==> src/gregorian_date_arithmetic_core_assert.svh <==
// Assertion macros for the date arithmetic core; clk and rst_n come from the using module.
`ifndef GREGORIAN_DATE_ARITHMETIC_CORE_ASSERT_SVH
`define GREGORIAN_DATE_ARITHMETIC_CORE_ASSERT_SVH

// same-cycle implication
`define GDA_ASSERT_IMP(label, ante, cons, msg) \
    label: assert property (@(posedge clk) disable iff (!rst_n) (ante) |-> (cons)) \
        else $error(msg);

// next-cycle implication
`define GDA_ASSERT_NEXT(label, ante, cons, msg) \
    label: assert property (@(posedge clk) disable iff (!rst_n) (ante) |=> (cons)) \
        else $error(msg);

`endif

==> src/gda_pkg.sv <==
package gda_pkg;

    localparam int MAX_YEAR = 9999;

    localparam int YEAR_W  = 14;
    localparam int MONTH_W = 4;
    localparam int DAY_W   = 5;
    localparam int COUNT_W = 22;
    localparam int DIFF_W  = 23;

    // serial day number / remainder, internal year
    localparam int SER_W   = 24;
    localparam int IYEAR_W = 16;

    // shared multiplier
    localparam int MUL_A_W     = 15;
    localparam int MUL_B_W     = 13;
    localparam int MUL_W       = MUL_A_W + MUL_B_W;
    localparam int RECIP_SHIFT = 19;
    localparam int QRCP_W      = MUL_W - RECIP_SHIFT;

    localparam logic [MUL_B_W-1:0] RECIP_100  = MUL_B_W'(5243);
    localparam logic [MUL_B_W-1:0] DAYS_YEAR_M = MUL_B_W'(365);

    localparam logic [SER_W-1:0] DAYS_400Y      = SER_W'(146097);
    localparam logic [SER_W-1:0] DAYS_100Y_LEAP = SER_W'(36525);
    localparam logic [SER_W-1:0] DAYS_100Y      = SER_W'(36524);
    localparam logic [SER_W-1:0] DAYS_4Y        = SER_W'(1461);
    localparam logic [SER_W-1:0] DAYS_4Y_SHORT  = SER_W'(1460);
    localparam logic [SER_W-1:0] DAYS_LEAP_YEAR = SER_W'(366);
    localparam logic [SER_W-1:0] DAYS_YEAR      = SER_W'(365);

    localparam logic [IYEAR_W-1:0] MAX_YEAR_V = IYEAR_W'(MAX_YEAR);

    localparam logic [MONTH_W-1:0] MONTH_JAN = MONTH_W'(1);
    localparam logic [MONTH_W-1:0] MONTH_FEB = MONTH_W'(2);
    localparam logic [MONTH_W-1:0] MONTH_DEC = MONTH_W'(12);

    typedef enum logic
    {
        OP_DIFF = 1'b0,
        OP_ADD  = 1'b1
    } op_t;

    typedef enum logic [13:0]
    {
        ST_IDLE  = 14'b00000000000001,
        ST_M365  = 14'b00000000000010,
        ST_M100  = 14'b00000000000100,
        ST_M400  = 14'b00000000001000,
        ST_SUM   = 14'b00000000010000,
        ST_LEAP  = 14'b00000000100000,
        ST_POST  = 14'b00000001000000,
        ST_DIV   = 14'b00000010000000,
        ST_CENT  = 14'b00000100000000,
        ST_GRP0  = 14'b00001000000000,
        ST_GRP   = 14'b00010000000000,
        ST_YEAR  = 14'b00100000000000,
        ST_MONTH = 14'b01000000000000,
        ST_DONE  = 14'b10000000000000
    } state_t;

    function automatic logic [DAY_W-1:0] month_len(input logic [MONTH_W-1:0] m,
                                                   input logic leap);
        logic [DAY_W-1:0] len;
        case (m)
            4'd2:    len = leap ? 5'd29 : 5'd28;
            4'd4:    len = 5'd30;
            4'd6:    len = 5'd30;
            4'd9:    len = 5'd30;
            4'd11:   len = 5'd30;
            default: len = 5'd31;
        endcase
        return len;
    endfunction

    function automatic logic [8:0] before_month(input logic [MONTH_W-1:0] m);
        logic [8:0] days;
        case (m)
            4'd1:    days = 9'd0;
            4'd2:    days = 9'd31;
            4'd3:    days = 9'd59;
            4'd4:    days = 9'd90;
            4'd5:    days = 9'd120;
            4'd6:    days = 9'd151;
            4'd7:    days = 9'd181;
            4'd8:    days = 9'd212;
            4'd9:    days = 9'd243;
            4'd10:   days = 9'd273;
            4'd11:   days = 9'd304;
            4'd12:   days = 9'd334;
            default: days = 9'd0;
        endcase
        return days;
    endfunction

endpackage

==> src/gregorian_date_arithmetic_core.sv <==
// Gregorian date arithmetic core.
// Input channel (in_valid / in_stall): one beat carries an operation and its
// operands. operation = difference gives day_difference = A - B in days,
// saturated to 23 bits signed; operation = add gives the date day_count days
// after A, with overflow set and the date zeroed when the year passes MAX_YEAR.
// Output channel (out_valid / out_stall): one result beat per input beat.
// in_stall is high while an item is being worked; one item at a time.
// Both operations run through one shared multiplier (serial day number, one
// pass per date); an add then goes through one compare/subtract unit which
// strips 400-year blocks (7 steps), centuries (up to 4), 4-year groups (6),
// years (up to 4) and months (up to 12).
// A finished result sits in the output register; a new input beat can be
// taken while it waits. If out_stall holds the previous result, the next one
// waits in its final state until the output register frees.
// Reset is asynchronous and active low; it returns the core to idle with no
// output valid. No clearing pass is needed.

`include "gregorian_date_arithmetic_core_assert.svh"

module gregorian_date_arithmetic_core
(
    input  logic                                clk,
    input  logic                                rst_n,

    input  logic                                in_valid,
    output logic                                in_stall,
    input  logic                                operation,
    input  logic [gda_pkg::YEAR_W-1:0]          year_a,
    input  logic [gda_pkg::MONTH_W-1:0]         month_a,
    input  logic [gda_pkg::DAY_W-1:0]           day_a,
    input  logic [gda_pkg::YEAR_W-1:0]          year_b,
    input  logic [gda_pkg::MONTH_W-1:0]         month_b,
    input  logic [gda_pkg::DAY_W-1:0]           day_b,
    input  logic [gda_pkg::COUNT_W-1:0]         day_count,

    output logic                                out_valid,
    input  logic                                out_stall,
    output logic [gda_pkg::YEAR_W-1:0]          year_out,
    output logic [gda_pkg::MONTH_W-1:0]         month_out,
    output logic [gda_pkg::DAY_W-1:0]           day_out,
    output logic signed [gda_pkg::DIFF_W-1:0]   day_difference,
    output logic                                overflow
);

    localparam logic signed [gda_pkg::SER_W:0] DIFF_HI =
        (gda_pkg::SER_W+1)'((2 ** (gda_pkg::DIFF_W - 1)) - 1);
    localparam logic signed [gda_pkg::SER_W:0] DIFF_LO =
        (gda_pkg::SER_W+1)'(-(2 ** (gda_pkg::DIFF_W - 1)));

    gda_pkg::state_t                    state_reg, state_next;
    logic                               out_valid_reg, out_valid_next;

    gda_pkg::op_t                       op_reg, op_next;
    logic [gda_pkg::YEAR_W-1:0]         ya_reg, ya_next, yb_reg, yb_next;
    logic [gda_pkg::MONTH_W-1:0]        ma_reg, ma_next, mb_reg, mb_next;
    logic [gda_pkg::DAY_W-1:0]          da_reg, da_next, db_reg, db_next;
    logic [gda_pkg::COUNT_W-1:0]        cnt_reg, cnt_next;
    logic                               sel_b_reg, sel_b_next;

    logic [gda_pkg::MUL_W-1:0]          mul_reg, mul_next;
    logic [gda_pkg::SER_W-1:0]          acc_reg, acc_next;
    logic [gda_pkg::SER_W-1:0]          sa_reg, sa_next;
    logic                               div100_reg, div100_next;
    logic                               div400_reg, div400_next;

    logic [gda_pkg::IYEAR_W-1:0]        yr_reg, yr_next;
    logic [gda_pkg::MONTH_W-1:0]        mon_reg, mon_next;
    logic [2:0]                         k_reg, k_next;
    logic                               cfirst_reg, cfirst_next;
    logic                               moved_reg, moved_next;
    logic                               yfirst_reg, yfirst_next;
    logic                               leapy_reg, leapy_next;

    logic [gda_pkg::YEAR_W-1:0]         res_year_reg, res_year_next;
    logic [gda_pkg::MONTH_W-1:0]        res_month_reg, res_month_next;
    logic [gda_pkg::DAY_W-1:0]          res_day_reg, res_day_next;
    logic [gda_pkg::DIFF_W-1:0]         res_diff_reg, res_diff_next;
    logic                               res_ovf_reg, res_ovf_next;

    logic [gda_pkg::YEAR_W-1:0]         year_out_reg, year_out_next;
    logic [gda_pkg::MONTH_W-1:0]        month_out_reg, month_out_next;
    logic [gda_pkg::DAY_W-1:0]          day_out_reg, day_out_next;
    logic [gda_pkg::DIFF_W-1:0]         diff_out_reg, diff_out_next;
    logic                               ovf_out_reg, ovf_out_next;

    logic [gda_pkg::YEAR_W-1:0]         cur_y;
    logic [gda_pkg::MONTH_W-1:0]        cur_m;
    logic [gda_pkg::DAY_W-1:0]          cur_d;
    logic [gda_pkg::MUL_A_W-1:0]        y_ext;
    logic [gda_pkg::MUL_A_W-1:0]        mul_a;
    logic [gda_pkg::MUL_B_W-1:0]        mul_b;
    logic [gda_pkg::QRCP_W-1:0]         q_rcp;
    logic [gda_pkg::MUL_A_W-1:0]        q4;
    logic                               serial_leap;
    logic signed [gda_pkg::SER_W:0]     diff_full;
    logic [gda_pkg::SER_W-1:0]          step_len;
    logic [gda_pkg::SER_W-1:0]          month_days;
    logic                               out_free;

    logic                               st_done;
    logic                               date_zero;
    logic                               date_ok;

    assign in_stall       = (state_reg != gda_pkg::ST_IDLE);
    assign out_valid      = out_valid_reg;
    assign year_out       = year_out_reg;
    assign month_out      = month_out_reg;
    assign day_out        = day_out_reg;
    assign day_difference = $signed(diff_out_reg);
    assign overflow       = ovf_out_reg;

    assign out_free = !out_valid_reg || !out_stall;

    // operand of the serial day number
    assign cur_y = sel_b_reg ? yb_reg : ya_reg;
    assign cur_m = sel_b_reg ? mb_reg : ma_reg;
    assign cur_d = sel_b_reg ? db_reg : da_reg;
    assign y_ext = gda_pkg::MUL_A_W'(cur_y);
    assign q4    = (y_ext + gda_pkg::MUL_A_W'(3)) >> 2;
    assign q_rcp = mul_reg[gda_pkg::MUL_W-1:gda_pkg::RECIP_SHIFT];

    assign serial_leap = (cur_y[1:0] == 2'b00) && (!div100_reg || div400_reg);

    // shared multiplier
    always_comb
    begin
        mul_a = y_ext;
        mul_b = gda_pkg::RECIP_100;
        case (state_reg)
            gda_pkg::ST_M365:
            begin
                mul_a = y_ext;
                mul_b = gda_pkg::DAYS_YEAR_M;
            end
            gda_pkg::ST_M100:
            begin
                mul_a = y_ext + gda_pkg::MUL_A_W'(99);
            end
            gda_pkg::ST_M400:
            begin
                mul_a = (y_ext + gda_pkg::MUL_A_W'(399)) >> 2;
            end
            default:
            begin
                mul_a = y_ext;
            end
        endcase
    end

    assign diff_full = $signed({1'b0, sa_reg}) - $signed({1'b0, acc_reg});

    assign month_days = gda_pkg::SER_W'(gda_pkg::month_len(mon_reg,
                            leapy_reg && (mon_reg == gda_pkg::MONTH_FEB)));

    always_comb
    begin
        step_len = gda_pkg::DAYS_YEAR;
        case (state_reg)
            gda_pkg::ST_DIV:  step_len = gda_pkg::DAYS_400Y << k_reg;
            gda_pkg::ST_CENT: step_len = cfirst_reg ? gda_pkg::DAYS_100Y_LEAP
                                                    : gda_pkg::DAYS_100Y;
            gda_pkg::ST_GRP0: step_len = gda_pkg::DAYS_4Y_SHORT;
            gda_pkg::ST_GRP:  step_len = gda_pkg::DAYS_4Y << k_reg;
            gda_pkg::ST_YEAR: step_len = (yfirst_reg && (cfirst_reg || moved_reg))
                                         ? gda_pkg::DAYS_LEAP_YEAR : gda_pkg::DAYS_YEAR;
            default:          step_len = month_days;
        endcase
    end

    always_comb
    begin
        state_next     = state_reg;
        out_valid_next = out_valid_reg;
        op_next        = op_reg;
        ya_next        = ya_reg;
        ma_next        = ma_reg;
        da_next        = da_reg;
        yb_next        = yb_reg;
        mb_next        = mb_reg;
        db_next        = db_reg;
        cnt_next       = cnt_reg;
        sel_b_next     = sel_b_reg;
        mul_next       = mul_reg;
        acc_next       = acc_reg;
        sa_next        = sa_reg;
        div100_next    = div100_reg;
        div400_next    = div400_reg;
        yr_next        = yr_reg;
        mon_next       = mon_reg;
        k_next         = k_reg;
        cfirst_next    = cfirst_reg;
        moved_next     = moved_reg;
        yfirst_next    = yfirst_reg;
        leapy_next     = leapy_reg;
        res_year_next  = res_year_reg;
        res_month_next = res_month_reg;
        res_day_next   = res_day_reg;
        res_diff_next  = res_diff_reg;
        res_ovf_next   = res_ovf_reg;
        year_out_next  = year_out_reg;
        month_out_next = month_out_reg;
        day_out_next   = day_out_reg;
        diff_out_next  = diff_out_reg;
        ovf_out_next   = ovf_out_reg;

        if (out_valid_reg && !out_stall)
        begin
            out_valid_next = 1'b0;
        end

        case (state_reg)
            gda_pkg::ST_IDLE:
            begin
                if (in_valid)
                begin
                    op_next    = gda_pkg::op_t'(operation);
                    ya_next    = year_a;
                    yb_next    = year_b;
                    ma_next    = (month_a == '0) ? gda_pkg::MONTH_JAN :
                                 (month_a > gda_pkg::MONTH_DEC) ? gda_pkg::MONTH_DEC : month_a;
                    mb_next    = (month_b == '0) ? gda_pkg::MONTH_JAN :
                                 (month_b > gda_pkg::MONTH_DEC) ? gda_pkg::MONTH_DEC : month_b;
                    da_next    = (day_a == '0) ? gda_pkg::DAY_W'(1) : day_a;
                    db_next    = (day_b == '0) ? gda_pkg::DAY_W'(1) : day_b;
                    cnt_next   = day_count;
                    sel_b_next = 1'b0;
                    state_next = gda_pkg::ST_M365;
                end
            end
            gda_pkg::ST_M365:
            begin
                mul_next   = mul_a * mul_b;
                state_next = gda_pkg::ST_M100;
            end
            gda_pkg::ST_M100:
            begin
                mul_next   = mul_a * mul_b;
                acc_next   = gda_pkg::SER_W'(mul_reg) + gda_pkg::SER_W'(q4)
                           + gda_pkg::SER_W'(gda_pkg::before_month(cur_m))
                           + gda_pkg::SER_W'(cur_d);
                state_next = gda_pkg::ST_M400;
            end
            gda_pkg::ST_M400:
            begin
                mul_next    = mul_a * mul_b;
                acc_next    = acc_reg - gda_pkg::SER_W'(q_rcp);
                div100_next = ((gda_pkg::IYEAR_W'(q_rcp) * gda_pkg::IYEAR_W'(100))
                              == gda_pkg::IYEAR_W'(cur_y));
                state_next  = gda_pkg::ST_SUM;
            end
            gda_pkg::ST_SUM:
            begin
                acc_next    = acc_reg + gda_pkg::SER_W'(q_rcp);
                div400_next = ((gda_pkg::IYEAR_W'(q_rcp) * gda_pkg::IYEAR_W'(400))
                              == gda_pkg::IYEAR_W'(cur_y));
                state_next  = gda_pkg::ST_LEAP;
            end
            gda_pkg::ST_LEAP:
            begin
                acc_next   = acc_reg
                           + gda_pkg::SER_W'((cur_m > gda_pkg::MONTH_FEB) && serial_leap);
                state_next = gda_pkg::ST_POST;
            end
            gda_pkg::ST_POST:
            begin
                if (op_reg == gda_pkg::OP_DIFF)
                begin
                    if (!sel_b_reg)
                    begin
                        sa_next    = acc_reg;
                        sel_b_next = 1'b1;
                        state_next = gda_pkg::ST_M365;
                    end
                    else
                    begin
                        if (diff_full > DIFF_HI)
                        begin
                            res_diff_next = DIFF_HI[gda_pkg::DIFF_W-1:0];
                        end
                        else if (diff_full < DIFF_LO)
                        begin
                            res_diff_next = DIFF_LO[gda_pkg::DIFF_W-1:0];
                        end
                        else
                        begin
                            res_diff_next = diff_full[gda_pkg::DIFF_W-1:0];
                        end
                        res_year_next  = ya_reg;
                        res_month_next = '0;
                        res_day_next   = '0;
                        res_ovf_next   = 1'b0;
                        state_next     = gda_pkg::ST_DONE;
                    end
                end
                else
                begin
                    acc_next    = acc_reg + gda_pkg::SER_W'(cnt_reg) - gda_pkg::SER_W'(1);
                    yr_next     = '0;
                    k_next      = 3'd6;
                    cfirst_next = 1'b1;
                    moved_next  = 1'b0;
                    state_next  = gda_pkg::ST_DIV;
                end
            end
            gda_pkg::ST_DIV:
            begin
                if (acc_reg >= step_len)
                begin
                    acc_next = acc_reg - step_len;
                    yr_next  = yr_reg + (gda_pkg::IYEAR_W'(400) << k_reg);
                end
                if (k_reg == 3'd0)
                begin
                    state_next = gda_pkg::ST_CENT;
                end
                else
                begin
                    k_next = k_reg - 3'd1;
                end
            end
            gda_pkg::ST_CENT:
            begin
                if (acc_reg >= step_len)
                begin
                    acc_next    = acc_reg - step_len;
                    yr_next     = yr_reg + gda_pkg::IYEAR_W'(100);
                    cfirst_next = 1'b0;
                end
                else
                begin
                    state_next = gda_pkg::ST_GRP0;
                end
            end
            gda_pkg::ST_GRP0:
            begin
                // century opening on a common year: its first group is a day short
                if (!cfirst_reg && (acc_reg >= step_len))
                begin
                    acc_next   = acc_reg - step_len;
                    yr_next    = yr_reg + gda_pkg::IYEAR_W'(4);
                    moved_next = 1'b1;
                end
                k_next     = 3'd4;
                state_next = gda_pkg::ST_GRP;
            end
            gda_pkg::ST_GRP:
            begin
                if (acc_reg >= step_len)
                begin
                    acc_next   = acc_reg - step_len;
                    yr_next    = yr_reg + (gda_pkg::IYEAR_W'(4) << k_reg);
                    moved_next = 1'b1;
                end
                if (k_reg == 3'd0)
                begin
                    yfirst_next = 1'b1;
                    state_next  = gda_pkg::ST_YEAR;
                end
                else
                begin
                    k_next = k_reg - 3'd1;
                end
            end
            gda_pkg::ST_YEAR:
            begin
                if (acc_reg >= step_len)
                begin
                    acc_next    = acc_reg - step_len;
                    yr_next     = yr_reg + gda_pkg::IYEAR_W'(1);
                    yfirst_next = 1'b0;
                end
                else
                begin
                    leapy_next = yfirst_reg && (cfirst_reg || moved_reg);
                    mon_next   = gda_pkg::MONTH_JAN;
                    state_next = gda_pkg::ST_MONTH;
                end
            end
            gda_pkg::ST_MONTH:
            begin
                if ((acc_reg >= step_len) && (mon_reg != gda_pkg::MONTH_DEC))
                begin
                    acc_next = acc_reg - step_len;
                    mon_next = mon_reg + gda_pkg::MONTH_W'(1);
                end
                else
                begin
                    res_diff_next = '0;
                    if (yr_reg > gda_pkg::MAX_YEAR_V)
                    begin
                        res_year_next  = '0;
                        res_month_next = '0;
                        res_day_next   = '0;
                        res_ovf_next   = 1'b1;
                    end
                    else
                    begin
                        res_year_next  = yr_reg[gda_pkg::YEAR_W-1:0];
                        res_month_next = mon_reg;
                        res_day_next   = acc_reg[gda_pkg::DAY_W-1:0] + gda_pkg::DAY_W'(1);
                        res_ovf_next   = 1'b0;
                    end
                    state_next = gda_pkg::ST_DONE;
                end
            end
            gda_pkg::ST_DONE:
            begin
                if (out_free)
                begin
                    year_out_next  = res_year_reg;
                    month_out_next = res_month_reg;
                    day_out_next   = res_day_reg;
                    diff_out_next  = res_diff_reg;
                    ovf_out_next   = res_ovf_reg;
                    out_valid_next = 1'b1;
                    state_next     = gda_pkg::ST_IDLE;
                end
            end
            default:
            begin
                state_next = gda_pkg::ST_IDLE;
            end
        endcase
    end

    always_ff @(posedge clk or negedge rst_n)
    begin
        if (!rst_n)
        begin
            state_reg     <= gda_pkg::ST_IDLE;
            out_valid_reg <= 1'b0;
        end
        else
        begin
            state_reg     <= state_next;
            out_valid_reg <= out_valid_next;
        end
    end

    always_ff @(posedge clk)
    begin
        op_reg        <= op_next;
        ya_reg        <= ya_next;
        ma_reg        <= ma_next;
        da_reg        <= da_next;
        yb_reg        <= yb_next;
        mb_reg        <= mb_next;
        db_reg        <= db_next;
        cnt_reg       <= cnt_next;
        sel_b_reg     <= sel_b_next;
        mul_reg       <= mul_next;
        acc_reg       <= acc_next;
        sa_reg        <= sa_next;
        div100_reg    <= div100_next;
        div400_reg    <= div400_next;
        yr_reg        <= yr_next;
        mon_reg       <= mon_next;
        k_reg         <= k_next;
        cfirst_reg    <= cfirst_next;
        moved_reg     <= moved_next;
        yfirst_reg    <= yfirst_next;
        leapy_reg     <= leapy_next;
        res_year_reg  <= res_year_next;
        res_month_reg <= res_month_next;
        res_day_reg   <= res_day_next;
        res_diff_reg  <= res_diff_next;
        res_ovf_reg   <= res_ovf_next;
        year_out_reg  <= year_out_next;
        month_out_reg <= month_out_next;
        day_out_reg   <= day_out_next;
        diff_out_reg  <= diff_out_next;
        ovf_out_reg   <= ovf_out_next;
    end

    assign st_done   = (state_reg == gda_pkg::ST_DONE);
    assign date_zero = (year_out == '0) && (month_out == '0) && (day_out == '0);
    assign date_ok   = (month_out <= gda_pkg::MONTH_DEC) && (day_out != '0)
                       && (day_difference == '0);

    `GDA_ASSERT_NEXT(a_busy_after_beat, in_valid && !in_stall, in_stall, "idle after beat")
    `GDA_ASSERT_IMP(a_valid_from_done, $rose(out_valid), $past(st_done), "stray result")
    `GDA_ASSERT_IMP(a_ovf_zero_date, out_valid && overflow, date_zero, "overflow with date")
    `GDA_ASSERT_IMP(a_diff_only, out_valid && (|day_difference), (month_out == '0), "mixed")
    `GDA_ASSERT_IMP(a_date_range, out_valid && (month_out != '0), date_ok, "bad date")

endmodule

==> config.mk <==
export PLATFORM = sky130hd
export DESIGN_NAME = gregorian_date_arithmetic_core
export DESIGN_NICKNAME = d
export VERILOG_FILES = /design/src/gda_pkg.sv /design/src/gregorian_date_arithmetic_core.sv
export VERILOG_INCLUDE_DIRS = /design/src /design/src/src
export SDC_FILE = /design/constraint.sdc
export NUM_CORES = 1
export LEC_CHECK = 0
export BUFFER_PORTS_ARGS = -buffer_cell sky130_fd_sc_hd__buf_2
export CORE_MARGIN = 5
export CORE_UTILIZATION = 40
export DETAILED_ROUTE_END_ITERATION = 10
export HOLD_SLACK_MARGIN = 0.06
export PLACE_DENSITY = 0.58
export SLEW_MARGIN = 20
export SYNTH_ARGS = -nofsm -noshare
export SYNTH_HDL_FRONTEND = slang
export SYNTH_SLANG_ARGS = --single-unit
==> constraint.sdc <==
create_clock -name clk -period 12.5 [get_ports clk]
set_input_delay 0.625 -clock clk [delete_from_list [all_inputs] [get_ports clk]]
set_output_delay 0.625 -clock clk [all_outputs]
set_load 0.01 [all_outputs]
Word level (Yosys, flattened, before mapping) --
Memories as Yosys holds them, arrays and structs flattened. Cells that the tools add are included.
Cells by class: add/sub/neg operators 21, multipliers 3, order comparisons 7, equality and inequality tests 41, shift-type cells 4, muxes and demuxes 82, bitwise operators 3, reductions and logical operators 49
Operators with widths (count):
- 14-bit two-way mux | 14
- 14-bit case mux with 14 select lines | 1
- 24-bit case mux with 8 select lines | 1
- 24-bit case mux with 5 select lines | 1
- 23-bit two-way mux | 5
- 16-bit two-way mux | 6
- 24-bit two-way mux | 4
- 16-bit case mux with 6 select lines | 1
- 24-bit by 9-bit adder with 24-bit output | 2
- 23-bit case mux with 2 select lines | 1
- 4-bit two-way mux | 9
- 2-bit != test, second input constant | 17
- 16-bit adder | 2
- 16-bit by 14-bit equality test with 1-bit output | 2
- 15-bit case mux with 2 select lines | 1
- 15-bit by 13-bit multiplier with 28-bit output | 1
- 14-bit case mux with 2 select lines | 1
- 25-bit by 23-bit greater-than comparator with 1-bit output, second input constant | 1
- 25-bit by 23-bit < comparator with 1-bit output, second input constant | 1
- 5-bit two-way mux | 5
- 24-bit by 24-bit subtractor with 25-bit output | 1
- 24-bit by 1-bit adder with 24-bit output | 1
- 24-bit by 13-bit adder with 24-bit output | 1
- 24-bit by 22-bit adder with 24-bit output | 1
- other kinds (74) | 130
Storage, ports and cells: flip-flop bits (word level) 284, memory bits (read-only) 144, input port bits 73, output and inout bits 49, word-level logic and storage cells 246, memories kept 1
Memories:
- (name not given) | depth 16, width 9, rd ports 1, clocked after memory_dff 0, wr ports 0, RTL line gda_pkg.sv:79 | case (m)

Depth between registers and ports, before layout --
Gate-level depths: netlist of the first run.
depth in word-level cells 9, depth in mapped cells 32, mapped depth without buffers 29

Worst setup path after synthesis of the first run --
No wires, ideal clock.
kind reg2reg, start register sel_b_reg, end register mul_reg[26] (netlist name), data pin, setup time 0.264 ns, arrival time 7.363 ns, data required time 12.236 ns, setup slack 4.873 ns, cell stages (with the launch flop) 33, buffers on the path 3, period minus slack after synthesis 7.627 ns, cell sequence edfxtp_1 > buf_4 > buf_4 > buf_6 > mux2i_1 > ha_1 > o21ai_0 > a31oi_1 > a21oi_1 > nor2b_1 > mux2_2 > nor2_1 > a211oi_2 > nor2_1 > fa_1 > inv_1 > fa_1 > inv_1 > fa_1 > fa_1 > inv_1 > fa_1 > inv_1 > ha_1 > a21oi_1 > o211ai_1 > nand3_1 > a21oi_1 > a221oi_1 > a21oi_1 > a21o_1 > a221oi_1 > xnor2_1
On the way: cells in the longest elaborated chain, start to end 4, elaborated cells on any way between the ends 5, those cells by class add/sub: 2; mul: 1; mux: 2
Ends and longest elaborated chain:
- start, declared | RTL line gregorian_date_arithmetic_core.sv:58 | logic sel_b_reg, sel_b_next;
- start signal, assigned | RTL line gregorian_date_arithmetic_core.sv:450 | sel_b_reg <= sel_b_next;
- 14-bit two-way mux (*) | RTL line gregorian_date_arithmetic_core.sv:115 | assign cur_y = sel_b_reg ? yb_reg : ya_reg;
- 14-bit by 9-bit adder with 15-bit output or 14-bit by 7-bit adder with 15-bit output (tied branches) | RTL line gregorian_date_arithmetic_core.sv:141, gregorian_date_arithmetic_core.sv:137
- 15-bit case mux with 2 select lines (*) | RTL line gregorian_date_arithmetic_core.sv:129 | case (state_reg)
- 15-bit by 13-bit multiplier with 28-bit output (*) | RTL line gregorian_date_arithmetic_core.sv:232, gregorian_date_arithmetic_core.sv:237, gregorian_date_arithmetic_core.sv:245
- end signal, assigned | RTL line gregorian_date_arithmetic_core.sv:451 | mul_reg <= mul_next;
- end, declared | RTL line gregorian_date_arithmetic_core.sv:60 | logic [gda_pkg::MUL_W-1:0] mul_reg, mul_next;
Every way passes the cells marked *; elsewhere a longest branch is shown, timed or not. A chain may end at the register's enable or synchronous reset.

Worst setup path in the final report of the first run --
start register sel_b_reg, end register mul_reg[25] (netlist name), data pin
The elaborated chain is that of the path after synthesis.

==> impl_results.md, run 1 <==
* Outcome: finished clean
* Hold/Removal Path Class: primary input to flop
* Mux cell area share after synthesis at 1.54%
* Layout cells sized above 1 at under 10%
* CTS root buf: clkbuf_16
* Compound-Gate Fraction of Synth Area at 15.4%
* Seq/Total Area, Yosys at 32.6%
* Cts-stage hold buffer count at 1
* GRT Resource Usage Total at 19.6%
* HPWL Detailed at 57200 µm
* Crit path arrival time at ~9 ns
* Later-pin clock latency in the skew report at 0.54 ns
* Post-Place Cell Area at 0.0274 mm²
* Std cell rows at 93
* Synth Area in Simple Gates at 12.0%
* Bufs on Longest Clock Path at 3
* Synth async-reset ratio at 5.28%
* CTS H-tree depth at 2
* Max cap viols at 0
* F_max at 115 MHz
* Filler cell count at 6133
* Syn Inst Count at 2652
* Area growth syn-to-layout at 10.6%
* Final Non-Filler Cells at 3640
* Dpl cells at 3576
* Post-CTS setup buffers at 0
* Core area at approximately 0.064 mm²
* Ys flop type: edfxtp_1
* Synth Area in Adders at between 20 and 25%
* Fin crit share at 69.3%
* Die Y at 265 µm
* Placer Congestion at 0.974
* Port bufs at roughly 120
* Area of the mapped netlist at 0.0259 mm²
* Most frequent cells in the layout: inv_1, ha_1, edfxtp_1
* DR DRC count at 0
* Crit-path most repeated cell: fa_1
* Post-cts resize count at 0
* Buf/Inv on CP at 5
* Final wirelength at 70100 µm
* Crit-path max FO at 25
* Drt pass-1 iters at 5
* # setup viols final at 0
* Ports at between 100 and 150
* Fin area at 0.0287 mm²
* Total congestion overflow at 0
* Sinks on Clock Net at 284
* Max-slew violation count at 0
* CTS tree: done
* Vias at 19514
* Max stage delay on crit path at 0.75 ns
* Number of global-route vias before repair at a little under 20000
* Antenna violations before repair at 1
* 1st-iter DRT viols at 1266
* Fin Clk Skew at 0.0175 ns
* Average wire per cell in the routed design at 19.3 µm
* Die ar. at 0.0700 mm²
* Global-route wire length before repair at roughly 110000 µm
* Crit end category: flop
* Relative slew slack at 30.1%
* Max reg flops at 28
* CP required at 12.77 ns
* Clock transition at path regs at 0.06 ns
* Slew @ Worst Pin at 1.05 ns
* Yosys reg bits at 284
* Setup TNS at 0 ns
* Setup crit start kind: flop
* Syn avg cell area at 9.77 µm²
* Vias/cell at between 5 and 6
* Die Width at 265 µm
* Initial Util at 40.3%
* Crit Path Class: flop to flop
* DRT antenna net count at 0
* Slowest cell on the critical path: a211oi_1
* Final hold violation count at 0
* Main combinational cell family by area after synthesis: adder cells
* Synth Area in XOR/XNOR at 6.90%
* Count of cell types in the netlist at roughly 100
* Largest net degree at the start of global routing at 70
* Number of synthesis warnings at 0
* Min Tclk post-route at just under 9 ns
* Commonest non-fill, non-tap cell in the layout: inv_1
* RSZ-0062 raised after global routing: false
* TritonCTS Buffers at 34
* EDFF count, synth at 269
* Nets at ~3300
* Cell family with most CP delay: adder cells
-- worst register-to-register path, cell delays in order (launching register included) --
cell and delay [ns]:
edfxtp_1 0.36, buf_4 0.34, mux2i_1 0.75, nor4_2 0.19, nor2_1 0.39, nor2_1 0.11, xor2_1 0.16, nor2_1 0.05
a211oi_1 0.75, nor2_1 0.26, fa_1 0.57, inv_1 0.06, fa_1 0.53, inv_1 0.06, fa_1 0.46, fa_1 0.49
inv_1 0.05, fa_1 0.53, inv_1 0.04, ha_1 0.21, or3_1 0.39, o2111ai_1 0.23, a21oi_1 0.12, o21ai_0 0.25
a31oi_1 0.15, a2111oi_0 0.57, o31ai_1 0.17, xor2_1 0.17
-- synthesized netlist by cell type, types with 20 or more instances --
cell type / n / area share [%]
nor3_1: 44 / 0.85
clkbuf_1: 48 / 0.70
a211oi_1: 35 / 1.0
a21oi_1: 170 / 3.3
xnor2_1: 122 / 4.1
o22ai_1: 21 / 0.51
o211ai_1: 20 / 0.58
xor2_1: 82 / 2.8
mux2i_1: 26 / 1.0
nand2_1: 153 / 2.2
nor2_1: 188 / 2.7
nor2b_1: 26 / 0.63
o31ai_1: 25 / 0.72
and3_1: 27 / 0.65
fa_1: 119 / 9.2
nand3_1: 58 / 1.1
edfxtp_1: 269 / 31
inv_1: 364 / 5.3
ha_1: 321 / 16
o21ai_0: 114 / 2.2
a21o_1: 55 / 1.6
-- layout make-up --
| cell class | instances | area (µm²) | area share, % |
|---|---|---|---|
| antenna | 1 | 2.50 | 0.00873 |
| timing repair buffer | 145 | 796 | 2.78 |
| clock buffer | 40 | 925 | 3.23 |
| inverter | 369 | 1400 | 4.88 |
| sequential | 284 | 8450 | 29.5 |
| multi-input combinational | 1925 | 15800 | 55.0 |
| clock inverter | 21 | 246 | 0.860 |
| tap | 855 | 1070 | 3.73 |
-- kinds of logic after synthesis --
| family | count (synthesis) |
|---|---|
| muxes | 37 |
| and+or+nand+nor | 629 |
| buffers and inverters | 446 |
| DFF | 284 |
| other | 2 |
| AOI/OAI and AO/OA | 610 |
| xor gates and xnor gates | 204 |
| adders and majority gates | 440 |
-- per-layer routing --
metal / track usage (%) / up-vias / routed length (µm)
li1: - / 9599 / -
met1: 25.7 / 9439 / 30700
met2: 35.3 / 399 / 35500
met3: 2.12 / 75 / 2570
met4: 4.14 / 2 / 1300
met5: 0 / - / 13
-- worst paths after layout --
kind                           startpoint      endpoint  depth (start not counted)  slack [ns]
setup / recovery                sel_b_reg   mul_reg[25]                         27        3.83
hold / removal                  year_b[7]     yb_reg[7]                          1        0.26
setup reg to reg                sel_b_reg   mul_reg[25]                         27        3.83
hold reg to reg            res_day_reg[3]    day_out[3]                          0        0.42
max in group asynchronous           rst_n  state_reg[0]                          2       11.64
min in group asynchronous           rst_n     out_valid                          2        0.56
-- through the flow --
| step | hold WS, ns | setup WS [ns] | util [%] |
|---|---|---|---|
| after floorplan | 0.329 | 4.87 | - |
| after global placement | 0.401 | 3.99 | 42.6 |
| after detailed placement | 0.405 | 3.86 | 42.7 |
| after CTS | 0.229 | 3.84 | 44.5 |
| after global routing | 0.232 | 3.21 | 44.5 |
| final | 0.258 | 3.83 | 44.5 |
Power of run 1 is not shown: default switching activity piles up to over one toggle a cycle in this logic, so the estimate is an artifact.
==> inputs of run 2 (changes only) <==
ABC_AREA = 1   (was not set)
clock period = 8.95 ns   (was 12.5 ns; I/O delays follow)
==> run 2 against run 1 <==
Synthesized cell count up 38%. First-iteration DRC count increased by 25%. Sequential share of layout area fell by 2.8 points. Critical path type unchanged.
==> impl_results.md, run 2 <==
* Final wirelength at 87400 µm
* Antenna violations before repair at 0
* Compound-Gate Fraction of Synth Area at between 10% and 20%
* Total congestion overflow at 0
* Port bufs at 121
* HPWL Detailed at roughly 72000 µm
* Number of global-route vias before repair at 24284
* Setup crit start kind: flop
* Top post-synthesis cells by area: edfxtp_1, ha_1, nand2_1
* Setup TNS at 0 ns
* Later-pin clock latency in the skew report at between 0.5 and 0.6 ns
* Drt pass-1 iters at 6
* Vias/cell at 5.17
* Largest net degree at the start of global routing at 48
* Commonest non-fill, non-tap cell in the layout: nand2_1
* Area growth syn-to-layout at 11.0%
* Fin Clk Skew at 0.0267 ns
* R2R Path Start: sel_b_reg
* Post-cts resize count at 0
* Hold Crit Start: year_a[1]
* Multi-input gate area in the final layout at 0.0172 mm²
* Max-slew violation count at 0
* Fin crit share at 83.6%
* Global-route wire length before repair at around 140000 µm
* Relative slew slack at 27.4%
* Outcome: finished clean
* Synth Area in Simple Gates at 24.5%
* R2R Path End: mul_reg[15]
* Die Width at 277 µm
* Ports at 122
* Sequential Area at 0.00845 mm²
* Worst r2r path cells at 31
* Initial Util at between 40% and 50%
* Slew @ Worst Pin at 1.08 ns
* Bufs on Longest Clock Path at 3
* Endpoint, Worst Hold: ya_reg[1]
* CTS H-tree depth at 2
* Die Y at between 200 and 300 µm
* TritonCTS Buffers at 35
* # setup viols final at 0
* CTS root buf: clkbuf_16
* Number of synthesis warnings at 0
* Syn Inst Count at 3663
* Vias at between 20000 and 25000
* Filler cell count at between 7000 and 8000
* Yosys reg bits at 284
* Crit Path Class: flop to flop
* RSZ-0062 raised after global routing: false
* DR DRC count at 0
* Post-synth top area cell: edfxtp_1
* Max stage delay on crit path at 0.94 ns
* EDFF count, synth at roughly 270
* Die ar. at 0.0767 mm²
* Average wire per cell in the routed design at 18.2 µm
* R2R setup slack at ~1.5 ns
* Synth Area in XOR/XNOR at 3.04%
* Nets at 4342
* Synth top area share at 28.4%
* Max cap viols at 0
* Min-Delay Path Depth at 1
* Most common cell in the netlist: nand2_1
* Main combinational cell family by area after synthesis: simple AND/OR/NAND/NOR gates
* Count of cell types in the netlist at 64
* Area of the mapped netlist at roughly 0.028 mm²
* Mux cell area share after synthesis at less than 1%
* Seq/Total Area, Yosys at 29.7%
* DRT antenna net count at 0
* Hold_ws at approximately 0.077 ns
* Final hold violation count at 0
* GRT Resource Usage Total at between 20 and 25%
* Crit-path max FO at 24
* Min Tclk post-route at 7.48 ns
* 1st-iter DRT viols at 1585
* Core area at 0.0704 mm²
* Crit path arrival time at 7.78 ns
* Synth async-reset ratio at 5.28%
* Crit end category: flop
* Hold/Removal Path Class: primary input to flop
* CTS tree: done
* CP required at 9.25 ns
* Sinks on Clock Net at between 200 and 300
* Clock transition at path regs at roughly 0.07 ns
* Layout cells sized above 1 at 7.65%
* Ys flop type: edfxtp_1
* # diodes at 0
* F_max at roughly 130 MHz
* Post-synth top cells: nand2_1, inv_1, ha_1, nor2_1, edfxtp_1
* Max reg flops at 28
* Synth Area in Adders at 22.5%
* Std cell rows at 97
* Placer Congestion at approximately 0.97
* Most frequent cells in the layout: nand2_1, inv_1, ha_1
* Slowest cell on the critical path: edfxtp_1
* Syn avg cell area at between 7 and 8 µm²
run 2: cell types whose count changed in the layout (fill, tap and decap cells not counted), moves of 26 or more:
cell | before | now
nand2_1 | 152 | 811
inv_1 | 364 | 661
nand3_1 | 58 | 244
nor2_1 | 186 | 299
xnor2_1 | 122 | 30
nand4_1 | 18 | 85
a21oi_1 | 169 | 223
dlygate4sd3_1 | 1 | 47
a21o_1 | 55 | 15
a211oi_1 | 34 | 4
and3_1 | 27 | 1
nor2b_1 | 26 | 0
run 2: routing by layer:
| layer | vias up | wire length (µm) | GRT usage (%) |
|---|---|---|---|
| li1 | 12379 | - | - |
| met1 | 11711 | 37000 | 27.7 |
| met2 | 592 | 44300 | 40.5 |
| met3 | 120 | 3630 | 2.30 |
| met4 | 0 | 2520 | 6.07 |
| met5 | - | 0 | 0 |
run 2: repair_timing:
item                                   in CTS  in global routing
hold buffers                               47                  0
setup buffers                               0                  0
endpoints found under the hold margin      60                  0
run 2: logic make-up (layout without fill, tap and decap cells):
logic type | count (synthesis) | after routing
adder cells (fa/ha/maj) | 440 | 440
AO/OA/AOI/OAI | 501 | 501
buffers and inverters | 733 | 922
multiplexers | 5 | 5
flip-flops | 284 | 284
other | 2 | 5
XOR/XNOR | 99 | 99
AND/OR/NAND/NOR | 1599 | 1599
run 2: per-stage QoR:
step | instances | setup WS, ns | util, % | instance area, µm²
CTS | 4795 | 1.48 | 44.9 | 31600
global route | 4795 | 0.766 | 44.9 | 31600
detailed placement | 4685 | 1.50 | 42.7 | 30100
floorplan | 3666 | 2.80 | - | 28500
finish | 4795 | 1.47 | 44.9 | 31600
global placement | 4685 | 1.64 | 42.7 | 30100
run 2: worst max-delay path by stage:
stage / from / to / slack (ns) / depth (start not counted)
finish: sel_b_reg / mul_reg[15] / 1.47 / 31
CTS: sel_b_reg / mul_reg[23] / 1.48 / 28
global placement: sel_b_reg / mul_reg[15] / 1.64 / 28
global route: sel_b_reg / mul_reg[15] / 0.77 / 28
detailed placement: sel_b_reg / mul_reg[23] / 1.50 / 28
floorplan: sel_b_reg / mul_reg[16] / 2.80 / 31
run 2: area by class of cell:
class	instances	area share, %
multi-input cells	2649	54.4
flip-flops and latches	284	26.7
inverters	684	8.12
well taps	940	3.72
repair buffers	175	3.57
clock buffers	44	2.88
clock inverters	19	0.558
run 2: critical path: cells and delay by family (launching register included):
kind / cells / cell delay [ns]
AOI/OAI and AO/OA: 5 / 1.14
xor gates and xnor gates: 1 / 0.16
adders and majority gates: 7 / 3.10
buffers and inverters: 6 / 0.53
DFF: 1 / 0.94
and+or+nand+nor: 12 / 1.34
Power of run 2 is left out for the same reason.
